### src/design/utf8_byte_sanitizer_defines.svh
// Assertion macros shared by the sanitizer RTL.
`ifndef UTF8_BYTE_SANITIZER_DEFINES_SVH
`define UTF8_BYTE_SANITIZER_DEFINES_SVH

// Same-cycle implication.
`define UTF8S_ASSERT_IMP(label, clk, rst, ante, cons, msg) \
   label: assert property (@(posedge clk) disable iff (rst) (ante) |-> (cons)) \
      else $error(msg);

// Next-cycle implication.
`define UTF8S_ASSERT_NXT(label, clk, rst, ante, cons, msg) \
   label: assert property (@(posedge clk) disable iff (rst) (ante) |=> (cons)) \
      else $error(msg);

`endif

### src/design/utf8s_pkg.sv
// Types and constants for the UTF-8 byte sanitizer.
package utf8s_pkg;

   localparam logic [7:0] QMARK      = 8'h3F;
   localparam int         MAX_BURST  = 4;
   localparam int         FIFO_DEPTH = 8;
   localparam int         PTR_W      = $clog2(FIFO_DEPTH);
   localparam int         CNT_W      = $clog2(FIFO_DEPTH + 1);

   typedef struct packed {
      logic [2:0]      count;
      logic [3:0][7:0] data;
   } burst_type;

   typedef struct packed {
      logic [7:0] out_byte;
      logic       run_last;
      logic       string_last;
   } entry_type;

endpackage

### src/design/utf8s_ifs.sv
// Valid/ready channel interfaces for the sanitizer input and result streams.
interface utf8s_req_if;
   logic       valid;
   logic       ready;
   logic [7:0] in_byte;
   logic       string_end;

   modport source (output valid, output in_byte, output string_end, input ready);
   modport sink   (input valid, input in_byte, input string_end, output ready);
endinterface

interface utf8s_rsp_if;
   logic       valid;
   logic       ready;
   logic [7:0] out_byte;
   logic       run_last;
   logic       string_last;

   modport source (output valid, output out_byte, output run_last, output string_last,
                   input ready);
   modport sink   (input valid, input out_byte, input run_last, input string_last,
                   output ready);
endinterface

### src/design/utf8s_decode.sv
// Sequence tracker: holds a pending multi-byte run and forms the output burst per byte.
`include "utf8_byte_sanitizer_defines.svh"

module utf8s_decode (
   input  logic                 clock,
   input  logic                 reset,
   input  logic                 accept,
   input  logic [7:0]           in_byte,
   input  logic                 string_end,
   output utf8s_pkg::burst_type burst
);
   import utf8s_pkg::*;

   logic [7:0] pend_ff [3];
   logic [1:0] pend_cnt_ff;
   logic [1:0] pend_cnt_in;
   logic [2:0] seq_len_ff;
   logic [2:0] seq_len_in;

   logic       is_cont;
   logic       is_ascii;
   logic [2:0] lead_len;
   logic       fresh_hold;
   logic       have;
   logic       complete;
   logic       extend;
   logic       tail_valid;
   logic [7:0] tail_byte;

   assign is_cont  = (in_byte[7:6] == 2'b10);
   assign is_ascii = !in_byte[7];

   always_comb begin
      if (in_byte[7:5] == 3'b110) begin
         lead_len = 3'd2;
      end else if (in_byte[7:4] == 4'b1110) begin
         lead_len = 3'd3;
      end else if (in_byte[7:3] == 5'b11110) begin
         lead_len = 3'd4;
      end else begin
         lead_len = 3'd0;
      end
   end

   assign fresh_hold = (lead_len != 3'd0) && !string_end;
   assign have       = (pend_cnt_ff != 2'd0);
   assign complete   = have && is_cont && (({1'b0, pend_cnt_ff} + 3'd1) >= seq_len_ff);
   assign extend     = have && is_cont && !complete;

   // extend with string end replaces the held run plus this byte with question marks
   assign tail_valid = complete || (extend && string_end) ||
                       (!extend && !complete && !fresh_hold);

   always_comb begin
      if (complete) begin
         tail_byte = in_byte;
      end else if (extend) begin
         tail_byte = QMARK;
      end else if (is_ascii) begin
         tail_byte = in_byte;
      end else begin
         tail_byte = QMARK;
      end
   end

   always_comb begin
      // a byte that only extends the held run releases nothing
      burst.count = (extend && !string_end) ? 3'd0 :
                    ({1'b0, pend_cnt_ff} + {2'b00, tail_valid});
      for (int i = 0; i < 3; i++) begin
         if (2'(i) < pend_cnt_ff) begin
            burst.data[i] = complete ? pend_ff[i] : QMARK;
         end else begin
            burst.data[i] = tail_byte;
         end
      end
      burst.data[3] = tail_byte;
   end

   always_comb begin
      pend_cnt_in = pend_cnt_ff;
      seq_len_in  = seq_len_ff;
      if (accept) begin
         if (complete) begin
            pend_cnt_in = 2'd0;
            seq_len_in  = 3'd0;
         end else if (extend) begin
            if (string_end) begin
               pend_cnt_in = 2'd0;
               seq_len_in  = 3'd0;
            end else begin
               pend_cnt_in = pend_cnt_ff + 2'd1;
            end
         end else if (fresh_hold) begin
            pend_cnt_in = 2'd1;
            seq_len_in  = lead_len;
         end else begin
            pend_cnt_in = 2'd0;
            seq_len_in  = 3'd0;
         end
      end
   end

   always_ff @(posedge clock) begin
      if (reset) begin
         pend_cnt_ff <= 2'd0;
         seq_len_ff  <= 3'd0;
      end else begin
         pend_cnt_ff <= pend_cnt_in;
         seq_len_ff  <= seq_len_in;
      end
   end

   always_ff @(posedge clock) begin
      if (accept) begin
         if (extend) begin
            pend_ff[pend_cnt_ff] <= in_byte;
         end else if (!complete && fresh_hold) begin
            pend_ff[0] <= in_byte;
         end
      end
   end

   `UTF8S_ASSERT_IMP(a_len_covers_cnt, clock, reset, pend_cnt_ff != 2'd0, seq_len_ff > {1'b0, pend_cnt_ff}, "held run longer than its form")
   `UTF8S_ASSERT_NXT(a_silent_holds, clock, reset, accept && (burst.count == 3'd0), pend_cnt_ff != 2'd0, "silent byte left nothing held")

endmodule

### src/design/utf8_byte_sanitizer.sv
// Top level of the UTF-8 byte sanitizer: sequence tracker and result queue.
// Results are registered in the queue when their input byte transfers and offered on rsp_chan from its head.
// Throughput: one input byte per cycle while ready, one result byte per cycle while
// rsp_chan is ready; a byte may release up to four results into an 8-entry queue.
// Input is taken while the queue has room for four results.
// Reset (synchronous) drops any held run and empties the queue.
`include "utf8_byte_sanitizer_defines.svh"

module utf8_byte_sanitizer (
   input logic         clock,
   input logic         reset,
   utf8s_req_if.sink   req_chan,
   utf8s_rsp_if.source rsp_chan
);
   import utf8s_pkg::*;

   entry_type        fifo_ff [FIFO_DEPTH];
   logic [PTR_W-1:0] wr_ptr_ff;
   logic [PTR_W-1:0] wr_ptr_in;
   logic [PTR_W-1:0] rd_ptr_ff;
   logic [PTR_W-1:0] rd_ptr_in;
   logic [CNT_W-1:0] count_ff;
   logic [CNT_W-1:0] count_in;
   logic [CNT_W-1:0] push_cnt;
   logic [CNT_W-1:0] pop_cnt;
   logic             accept;
   logic             pop;
   burst_type        burst;

   assign req_chan.ready = (count_ff <= CNT_W'(FIFO_DEPTH - MAX_BURST));
   assign accept         = req_chan.valid && req_chan.ready;
   assign pop            = rsp_chan.valid && rsp_chan.ready;

   utf8s_decode u_decode (
      .clock      (clock),
      .reset      (reset),
      .accept     (accept),
      .in_byte    (req_chan.in_byte),
      .string_end (req_chan.string_end),
      .burst      (burst)
   );

   assign push_cnt  = accept ? CNT_W'(burst.count) : '0;
   assign pop_cnt   = CNT_W'(pop);
   assign count_in  = count_ff + push_cnt - pop_cnt;
   assign wr_ptr_in = wr_ptr_ff + PTR_W'(push_cnt);
   assign rd_ptr_in = rd_ptr_ff + PTR_W'(pop);

   always_ff @(posedge clock) begin
      if (reset) begin
         wr_ptr_ff <= '0;
         rd_ptr_ff <= '0;
         count_ff  <= '0;
      end else begin
         wr_ptr_ff <= wr_ptr_in;
         rd_ptr_ff <= rd_ptr_in;
         count_ff  <= count_in;
      end
   end

   always_ff @(posedge clock) begin
      for (int i = 0; i < MAX_BURST; i++) begin
         if (accept && (3'(i) < burst.count)) begin
            fifo_ff[wr_ptr_ff + PTR_W'(i)] <= '{
               out_byte:    burst.data[i],
               run_last:    (3'(i + 1) == burst.count),
               string_last: (3'(i + 1) == burst.count) && req_chan.string_end
            };
         end
      end
   end

   assign rsp_chan.valid       = (count_ff != '0);
   assign rsp_chan.out_byte    = fifo_ff[rd_ptr_ff].out_byte;
   assign rsp_chan.run_last    = fifo_ff[rd_ptr_ff].run_last;
   assign rsp_chan.string_last = fifo_ff[rd_ptr_ff].string_last;

   `UTF8S_ASSERT_IMP(a_fifo_bound, clock, reset, 1'b1, count_ff <= CNT_W'(FIFO_DEPTH), "result queue overflow")
   `UTF8S_ASSERT_NXT(a_fifo_count, clock, reset, 1'b1, count_ff == $past(count_ff) + $past(push_cnt) - $past(pop_cnt), "result queue count slipped")
   `UTF8S_ASSERT_IMP(a_str_last_run_last, clock, reset, rsp_chan.valid && rsp_chan.string_last, rsp_chan.run_last, "string end not on a run end")

endmodule

### src/flat_wrapper.sv
// flat-port wrapper written by rule: the top's interface ports become plain ports
module utf8_byte_sanitizer_flat import utf8s_pkg::*;
  (clock, reset, req_chan_valid, req_chan_in_byte, req_chan_string_end, req_chan_ready, rsp_chan_valid, rsp_chan_out_byte, rsp_chan_run_last, rsp_chan_string_last, rsp_chan_ready);
  utf8s_req_if req_chan_i ();
  utf8s_rsp_if rsp_chan_i ();
  input logic clock;
  input logic reset;
  input wire logic [$bits(req_chan_i.valid)-1:0] req_chan_valid;
  input wire logic [$bits(req_chan_i.in_byte)-1:0] req_chan_in_byte;
  input wire logic [$bits(req_chan_i.string_end)-1:0] req_chan_string_end;
  output wire logic [$bits(req_chan_i.ready)-1:0] req_chan_ready;
  output wire logic [$bits(rsp_chan_i.valid)-1:0] rsp_chan_valid;
  output wire logic [$bits(rsp_chan_i.out_byte)-1:0] rsp_chan_out_byte;
  output wire logic [$bits(rsp_chan_i.run_last)-1:0] rsp_chan_run_last;
  output wire logic [$bits(rsp_chan_i.string_last)-1:0] rsp_chan_string_last;
  input wire logic [$bits(rsp_chan_i.ready)-1:0] rsp_chan_ready;
  assign req_chan_i.valid = req_chan_valid;
  assign req_chan_i.in_byte = req_chan_in_byte;
  assign req_chan_i.string_end = req_chan_string_end;
  assign req_chan_ready = req_chan_i.ready;
  assign rsp_chan_valid = rsp_chan_i.valid;
  assign rsp_chan_out_byte = rsp_chan_i.out_byte;
  assign rsp_chan_run_last = rsp_chan_i.run_last;
  assign rsp_chan_string_last = rsp_chan_i.string_last;
  assign rsp_chan_i.ready = rsp_chan_ready;
  utf8_byte_sanitizer u_core (.clock(clock), .reset(reset), .req_chan(req_chan_i), .rsp_chan(rsp_chan_i));
endmodule
### config.mk
export PLATFORM = sky130hd
export DESIGN_NAME = utf8_byte_sanitizer_flat
export DESIGN_NICKNAME = d
export VERILOG_FILES = /design/src/design/utf8s_pkg.sv /design/src/design/utf8s_ifs.sv /design/src/design/utf8s_decode.sv /design/src/design/utf8_byte_sanitizer.sv /design/src/flat_wrapper.sv
export VERILOG_INCLUDE_DIRS = /design/src /design/src/design
export SDC_FILE = /design/constraint.sdc
export NUM_CORES = 1
export LEC_CHECK = 0
export BUFFER_PORTS_ARGS = -buffer_cell sky130_fd_sc_hd__buf_2
export CORE_MARGIN = 2
export CORE_UTILIZATION = 56
export CTS_CLUSTER_DIAMETER = 60
export DETAILED_ROUTE_END_ITERATION = 16
export HOLD_SLACK_MARGIN = 0.08
export PLACE_DENSITY = 0.73
export RECOVER_POWER = 25
export SETUP_SLACK_MARGIN = 0.15
export SLEW_MARGIN = 5
export SYNTH_ARGS = -nofsm -noshare
export SYNTH_HDL_FRONTEND = slang
export SYNTH_SLANG_ARGS = --single-unit
### constraint.sdc
create_clock -name clock -period 13.8 [get_ports clock]
set_input_delay 2.07 -clock clock [delete_from_list [all_inputs] [get_ports clock]]
set_output_delay 2.07 -clock clock [all_outputs]
set_load 0.01 [all_outputs]
==> flow_metrics.py, run 1 <==
metrics = {
    "status": {
        "status": "complete, but fails checks",
        "failed_checks": "max-capacitance violations, max-slew violations",
    },
    "power": {
        "power.total_mw": 1.236,
        "powerDensity_nw_per_um2": 139.6,
        "p_leak_nw": 3.058,
        "max-vdd-ir-drop_uv": 79.24,
    },
    "sta": {
        "fmaxAchievable_mhz": 133.5,
        "post-route-worst-setup-slack_ns": 6.307,
        "setup_repair_after_global_routing_missed_its_margin": "false",
        "drv_slew": 57,
        "timing.setup.tns_ns": 0,
        "timing_worst_slew_pin_value_ns": 2.180,
        "timing_hold_violations_final": 0,
        "final.min_clock_period_ns": 7.493,
        "max-slew-margin-rel_pct": -45.31,
        "timing.clock.skew_ns": 0.009028,
        "fin_crit_sh_pct": 54.30,
        "setup_violations": 0,
    },
    "synthesis": {
        "synth-async-reset-ratio_pct": 0,
        "ys_dominant_reg_cell": "sky130_fd_sc_hd__edfxtp_1",
        "synth_cell_type_count": 64,
        "synth.cell_area_um2": 8014,
        "synth-edff-count": 104,
        "ys_warn_count": 0,
        "synthesis.instances": 815,
        "count_of_state_elements_after_synthesis": 119,
        "yosysTopAreaCell": "sky130_fd_sc_hd__edfxtp_1",
        "largest_cells_by_area_after_synthesis": "sky130_fd_sc_hd__edfxtp_1, sky130_fd_sc_hd__mux4_2, sky130_fd_sc_hd__o22ai_1",
        "synth_fp_nets": 848,
        "syn-mean-instance-area_um2": 9.833,
        "proportion_of_netlist_area_held_by_the_largest_area_contributor_pct": 38.97,
        "seq_area_frac_synth_pct": 42.72,
    },
    "cells_and_area": {
        "num-nets-final": 854,
        "mostFrequentLayoutCells": "sky130_fd_sc_hd__edfxtp_1, sky130_fd_sc_hd__nor2_1, sky130_fd_sc_hd__a21oi_1, sky130_fd_sc_hd__o22ai_1, sky130_fd_sc_hd__nand2_1",
        "area.growth.synth_to_final_pct": 10.49,
        "multi_input_comb_area_um2": 4274,
        "final_core_util_pct": 63.54,
        "nFillCells": 1117,
        "seqCellArea_um2": 3423,
        "post_route_cells_drive_above_1_share_pct": 13.91,
        "stdcell_count": 1014,
        "final_common_cell": "sky130_fd_sc_hd__edfxtp_1",
        "insertedDiodeCount": 0,
    },
    "run": {
        "cap_viol_max_count": 2,
    },
    "routing": {
        "wirelength_met1_um": 11310,
        "antenna_left": 0,
        "wl_met3_um": 4212,
        "drtIter0Drc": 1596,
        "detailroute.wirelength.met2_um": 13200,
        "detail_route.wl_per_cell_um": 30.56,
        "post_drt_via_cell_ratio": 7.533,
        "vias": 7638,
        "drt_drc_violations_left": 0,
        "first_pass_iteration_count_of_the_detailed_router": 7,
        "drt_wl_total_um": 30990,
        "top_layer": "met4",
    },
    "global_route": {
        "via_count_of_the_first_global_routing_pass": 6995,
        "grt_first_pass_wirelength_um": 44890,
        "antenna_found_initial": 0,
        "grt_util_all_layers_pct": 41.70,
        "grt_max_degree": 40,
        "grt-ovfl-total": 0,
    },
    "critical_path": {
        "worstPathMaxFanout": 38,
        "data_arrival_time_of_the_critical_path_ns": 7.53,
        "critPathLaunchType": "flop",
        "ff2ff_setup_slack_ns": 6.31,
        "worst-r2r-cell-count": 15,
        "critical_path.reg2reg.startpoint": "u_core.u_decode.pend_cnt_ff[1]",
        "worst-endpoint-required_ns": 13.84,
        "setup.worst_path.class": "flop to flop",
        "timing.critical_path.to_type": "flop",
        "worst_r2r_endpoint": "u_core.fifo_ff[1][4]",
    },
    "clock_network": {
        "postCtsSetupRepairBufs": 0,
        "clk_path_buf_depth": 2,
        "worst_skew_pair_latency_ns": 0.44,
        "tritoncts": "done",
        "register_clock_pin_slew_on_the_reported_worst_setup_and_hold_paths_ns": 0.06,
        "clock-sinks": 119,
        "htreeDepth": 4,
        "cts_hold_buffers": 0,
        "post_cts_resize_count": 0,
        "root_buffer_cell": "sky130_fd_sc_hd__clkbuf_16",
        "tritoncts.num_buffers": 17,
    },
    "floorplanning": {
        "row_count": 43,
        "die_h_um": 123.6,
        "dieWidth_um": 123.6,
        "boundaryPins": 25,
        "initial_utilization_pct": 57.51,
        "coreArea_um2": 13930,
        "die_area_um2": 15280,
    },
    "min_path": {
        "holdCritPathClass": "flop to flop",
        "hold_path_startpoint": "u_core.u_decode.seq_len_ff[0]",
        "worstHoldEndpoint": "u_core.u_decode.seq_len_ff[0]",
        "timing.hold.worst_path_depth": 2,
    },
    "placement": {
        "numPortBuffers": 24,
        "placed_cells_incl_taps": 982,
        "rd_place_congestion": 1.160,
        "hpwl_um": 21200,
        "pre_cts_slack_ns": 7.478,
    },
}
-- synthesized netlist by cell type, types with 3 or more instances --
library cell and n:
sky130_fd_sc_hd__nor2_1 82, sky130_fd_sc_hd__nor4_1 10, sky130_fd_sc_hd__o221ai_1 3, sky130_fd_sc_hd__edfxtp_1 104
sky130_fd_sc_hd__buf_1 6, sky130_fd_sc_hd__dfxtp_1 15, sky130_fd_sc_hd__buf_2 13, sky130_fd_sc_hd__inv_1 21
sky130_fd_sc_hd__a211oi_2 3, sky130_fd_sc_hd__or3b_2 3, sky130_fd_sc_hd__mux2_2 13, sky130_fd_sc_hd__and3_1 9
sky130_fd_sc_hd__nor2b_1 13, sky130_fd_sc_hd__a21oi_1 79, sky130_fd_sc_hd__o21ai_0 39, sky130_fd_sc_hd__o21a_1 3
sky130_fd_sc_hd__clkbuf_1 33, sky130_fd_sc_hd__nand3_1 15, sky130_fd_sc_hd__nand2_1 61, sky130_fd_sc_hd__o211ai_1 10
sky130_fd_sc_hd__a21o_1 3, sky130_fd_sc_hd__nor3b_1 3, sky130_fd_sc_hd__nor3_1 12, sky130_fd_sc_hd__and2_1 4
sky130_fd_sc_hd__nand2b_1 12, sky130_fd_sc_hd__xor2_1 3, sky130_fd_sc_hd__buf_4 5, sky130_fd_sc_hd__o22ai_1 65
sky130_fd_sc_hd__o21ai_1 4, sky130_fd_sc_hd__a211o_1 5, sky130_fd_sc_hd__a32oi_1 9, sky130_fd_sc_hd__mux2i_1 34
sky130_fd_sc_hd__a31oi_1 9, sky130_fd_sc_hd__a211oi_1 13, sky130_fd_sc_hd__o21ai_2 3, sky130_fd_sc_hd__xnor2_1 6
sky130_fd_sc_hd__ha_1 18, sky130_fd_sc_hd__mux4_2 20, sky130_fd_sc_hd__a41oi_1 3, sky130_fd_sc_hd__nand3b_1 3
sky130_fd_sc_hd__o32ai_1 6, sky130_fd_sc_hd__a22oi_1 13, sky130_fd_sc_hd__o2111ai_1 3
-- worst max-delay path by stage --
stage,end,slack (ns),startpoint,cells past startpoint
floorplan,u_core.fifo_ff[1][0],8.60,req_chan_in_byte[6],10
global placement,u_core.fifo_ff[1][4],7.62,req_chan_in_byte[7],11
detailed placement,u_core.fifo_ff[1][4],7.48,req_chan_in_byte[7],11
CTS,u_core.fifo_ff[1][4],7.83,u_core.u_decode.pend_cnt_ff[1],15
global route,u_core.fifo_ff[1][3],5.85,u_core.u_decode.pend_cnt_ff[1],15
finish,u_core.fifo_ff[1][4],6.31,u_core.u_decode.pend_cnt_ff[1],15
-- layer usage --
layer / up-vias / track usage (%)
met2: 685 / 60.27
met5: - / 0
li1: 3202 / -
met3: 158 / 10.99
met1: 3593 / 55.98
met4: 0 / 25.36
-- power breakdown --
| part | internal [mW] | switching, mW |
|---|---|---|
| clock network | 0.284 | 0.179 |
| registers | 0.418 | 0.0236 |
| logic | 0.128 | 0.203 |
-- sequential cells by signal, indices dropped and copies added, names as in the netlist --
signal                       cells
u_core.wr_ptr_ff                 3
u_core.count_ff                  4
u_core.u_decode.pend_ff         24
u_core.u_decode.seq_len_ff       3
u_core.u_decode.pend_cnt_ff      2
u_core.rd_ptr_ff                 3
u_core.fifo_ff                  80
-- per-stage QoR --
stage / cell area, um^2 / hold WS, ns
floorplan: 8014 / 0.4578
global placement: 8292 / 0.4949
detailed placement: 8292 / 0.5175
CTS: 8895 / 0.5335
global route: 8855 / 0.5401
finish: 8855 / 0.5281
-- cells by family after synthesis --
| group | after synthesis | share of synthesized area (%) |
|---|---|---|
| multiplexers | 67 | 11.69 |
| XOR/XNOR | 9 | 0.9837 |
| buffers and inverters | 79 | 4.137 |
| flip-flops | 119 | 42.72 |
| AND/OR/NAND/NOR | 236 | 14.04 |
| adder cells (fa/ha/maj) | 20 | 3.310 |
| AO/OA/AOI/OAI | 285 | 23.12 |
-- area by class of cell --
type	count	area share, %
tap	180	2.543
clock buffer	17	4.804
timing repair buffer	44	2.784
clock inverter	15	2.006
multi-input combinational	617	48.27
sequential	119	38.66
inverter	22	0.9326
-- critical path, cell delays in order, from the launching register on --
cell and delay [ns]:
sky130_fd_sc_hd__dfxtp_1 0.71, sky130_fd_sc_hd__clkinv_1 0.47, sky130_fd_sc_hd__ha_1 0.44, sky130_fd_sc_hd__ha_1 0.19
sky130_fd_sc_hd__a21oi_1 0.16, sky130_fd_sc_hd__o21a_1 0.14, sky130_fd_sc_hd__clkbuf_1 1.55, sky130_fd_sc_hd__nand2_1 0.37
sky130_fd_sc_hd__a21o_1 0.27, sky130_fd_sc_hd__ha_1 0.17, sky130_fd_sc_hd__ha_1 0.39, sky130_fd_sc_hd__nor2_1 0.10
sky130_fd_sc_hd__nor3_2 0.65, sky130_fd_sc_hd__o21ai_0 0.21, sky130_fd_sc_hd__buf_4 0.25, sky130_fd_sc_hd__o221ai_1 1.00
Power figures use the tool's default switching activity.
==> inputs of run 2 (changes only) <==
- clock period: 13.8 -> 6.96 ns (I/O delays scaled with it)
==> run 2 against run 1 <==
The flow finishes with violations (max-capacitance violations); combinational power rose by 93%; power rose by 97%; setup slack worse by 5.0 ns; cell area shrank 0.47%; critical path depth rose by 1; register-to-register slack got worse by 5.0 ns; critical endpoint is now u_core.fifo_ff[6][1]; highest routed layer unchanged.
==> flow_metrics.py, run 2 (synthesized netlist as in run 1, its figures left out) <==
metrics = {
    "power": {
        "powerDensity_nw_per_um2": 276.8,
        "p_leak_nw": 3.036,
        "max-vdd-ir-drop_uv": 219.8,
        "power.total_mw": 2.440,
    },
    "clock_network": {
        "register_clock_pin_slew_on_the_reported_worst_setup_and_hold_paths_ns": 0.06,
        "tritoncts": "done",
        "clock-sinks": 119,
        "htreeDepth": 4,
        "root_buffer_cell": "sky130_fd_sc_hd__clkbuf_16",
        "tritoncts.num_buffers": 17,
        "worst_skew_pair_latency_ns": 0.43,
        "post_cts_resize_count": 0,
        "clk_path_buf_depth": 2,
        "postCtsSetupRepairBufs": 0,
        "cts_hold_buffers": 0,
    },
    "global_route": {
        "grt_max_degree": 39,
        "globalRoute.busiestLayer": "met2",
        "grt_util_all_layers_pct": 38.44,
        "grt.met1_usage_pct": 52.89,
        "grt_first_pass_wirelength_um": 42190,
        "antenna_found_initial": 0,
        "globalRouteMet3Util_pct": 10.49,
        "via_count_of_the_first_global_routing_pass": 6854,
        "grt-ovfl-total": 0,
        "met2_demand_to_capacity_share_in_global_routing_pct": 56.35,
    },
    "cells_and_area": {
        "final_core_util_pct": 63.25,
        "seqCellArea_um2": 3423,
        "insertedDiodeCount": 0,
        "multi_input_comb_area_um2": 4254,
        "final_common_cell": "sky130_fd_sc_hd__edfxtp_1",
        "registers_with_the_most_flip_flops": "u_core.fifo_ff: 80 flops, u_core.u_decode.pend_ff: 24 flops, u_core.count_ff: 4 flops",
        "mostFrequentLayoutCells": "sky130_fd_sc_hd__edfxtp_1, sky130_fd_sc_hd__nor2_1, sky130_fd_sc_hd__a21oi_1, sky130_fd_sc_hd__o22ai_1, sky130_fd_sc_hd__nand2_1",
        "nFillCells": 1117,
        "post_route_cells_drive_above_1_share_pct": 11.55,
        "layout.cell_area.non_filler_um2": 8813,
        "regMostFlops": "u_core.fifo_ff",
        "num-nets-final": 851,
        "stdcell_count": 1011,
        "largest_register_ff_count": 80,
        "area.growth.synth_to_final_pct": 9.977,
    },
    "floorplanning": {
        "die_area_um2": 15280,
        "initial_utilization_pct": 57.51,
        "boundaryPins": 25,
        "coreArea_um2": 13930,
        "dieWidth_um": 123.6,
        "row_count": 43,
        "die_h_um": 123.6,
    },
    "critical_path": {
        "cp_cell_sequence": "ha_1 > ha_1 > a21oi_1 > o21a_1 > buf_4 > nand2_1 > a21o_1 > ha_1 > ha_1 > nor3b_1 > buf_4 > nor2_1 > a31oi_1 > o21ai_0 > a21oi_1 > o22ai_1",
        "setup.worst_path.class": "flop to flop",
        "crit_path_start": "u_core.u_decode.pend_cnt_ff[1]",
        "cpLargestDelayFamily": "compound AO/OA/AOI/OAI gates",
        "worstPathMaxFanout": 38,
        "timing.critical_path.to_type": "flop",
        "critPathBufInv": 2,
        "critical_path.reg2reg.startpoint": "u_core.u_decode.pend_cnt_ff[1]",
        "data_arrival_time_of_the_critical_path_ns": 5.81,
        "worst-endpoint-required_ns": 7.11,
        "ff2ff_setup_slack_ns": 1.29,
        "critical-path-top-cell-by-count": "sky130_fd_sc_hd__ha_1",
        "cpMaxStageDelayCell": "sky130_fd_sc_hd__a31oi_1",
        "max_stage_delay_ns": 0.92,
        "critPathLaunchType": "flop",
    },
    "status": {
        "status": "complete, but fails checks",
        "failed_checks": "max-capacitance violations",
    },
    "sta": {
        "timing_worst_slew_pin_value_ns": 1.477,
        "setup_violations": 0,
        "max-slew-margin-rel_pct": 1.185,
        "setup_repair_after_global_routing_missed_its_margin": "false",
        "final.min_clock_period_ns": 5.668,
        "timing.clock.skew_ns": 0.008198,
        "timing_hold_violations_final": 0,
        "drv_slew": 0,
        "fin_hold_ws_ns": 0.5080,
        "timing.setup.tns_ns": 0,
        "fin_crit_sh_pct": 81.43,
        "fmaxAchievable_mhz": 176.4,
        "post-route-worst-setup-slack_ns": 1.292,
    },
    "placement": {
        "placed_cells_incl_taps": 979,
        "hpwl_um": 20660,
        "numPortBuffers": 24,
        "pre_cts_slack_ns": 1.497,
        "rd_place_congestion": 1.026,
        "postPlaceCellArea_um2": 8249,
    },
    "min_path": {
        "holdCritPathClass": "flop to flop",
        "hold_path_startpoint": "u_core.u_decode.seq_len_ff[0]",
    },
    "routing": {
        "drt_drc_violations_left": 0,
        "detail_route.wl_per_cell_um": 28.19,
        "antenna_left": 0,
        "drtIter0Drc": 1296,
        "first_pass_iteration_count_of_the_detailed_router": 7,
        "drt_wl_total_um": 28500,
        "vias": 7416,
        "post_drt_via_cell_ratio": 7.335,
    },
    "run": {
        "cap_viol_max_count": 1,
    },
}
-- run 2: changes by cell type in the layout (fill, tap and decap cells not counted), moves of 2 or more --
cell                       delta
sky130_fd_sc_hd__clkbuf_1     +9
sky130_fd_sc_hd__mux2_1       +6
sky130_fd_sc_hd__mux2_2       -6
sky130_fd_sc_hd__buf_2        -4
sky130_fd_sc_hd__clkinv_4     -4
sky130_fd_sc_hd__buf_4        -3
sky130_fd_sc_hd__inv_6        -2
sky130_fd_sc_hd__o32ai_1      +2
sky130_fd_sc_hd__o32ai_2      -2
-- run 2: cell type report --
type	count	share of cell area (%)
repair buffers	41	2.484
well taps	180	2.555
inverters	22	0.9370
multi-input cells	617	48.27
clock buffers	23	5.196
clock inverters	9	1.718
flip-flops and latches	119	38.84
-- run 2: layer usage --
metal	up-vias	share of wire, %
met5	-	0
met4	0	5.0
met3	116	13
met2	617	43
met1	3488	39
li1	3195	-
-- run 2: path summary, 6_finish.rpt --
check,to,cells after the start
max,u_core.fifo_ff[6][1],16
min,u_core.u_decode.seq_len_ff[0],2
max reg2reg,u_core.fifo_ff[6][1],16
min reg2reg,u_core.u_decode.seq_len_ff[0],2
-- run 2: tightest hold or removal path, delay by kind of cell, from the launching register on --
family	cells	cell delay, ns
flip-flops	1	0.33
AO/OA/AOI/OAI	1	0.06
AND/OR/NAND/NOR	1	0.08
-- run 2: report_power, final --
group | switching (mW) | internal (mW) | total, mW | leakage (nW)
Clock | 0.318 | 0.606 | 0.924 | 0.295
Combinational | 0.395 | 0.244 | 0.640 | 1.69
Sequential | 0.0463 | 0.830 | 0.876 | 1.05
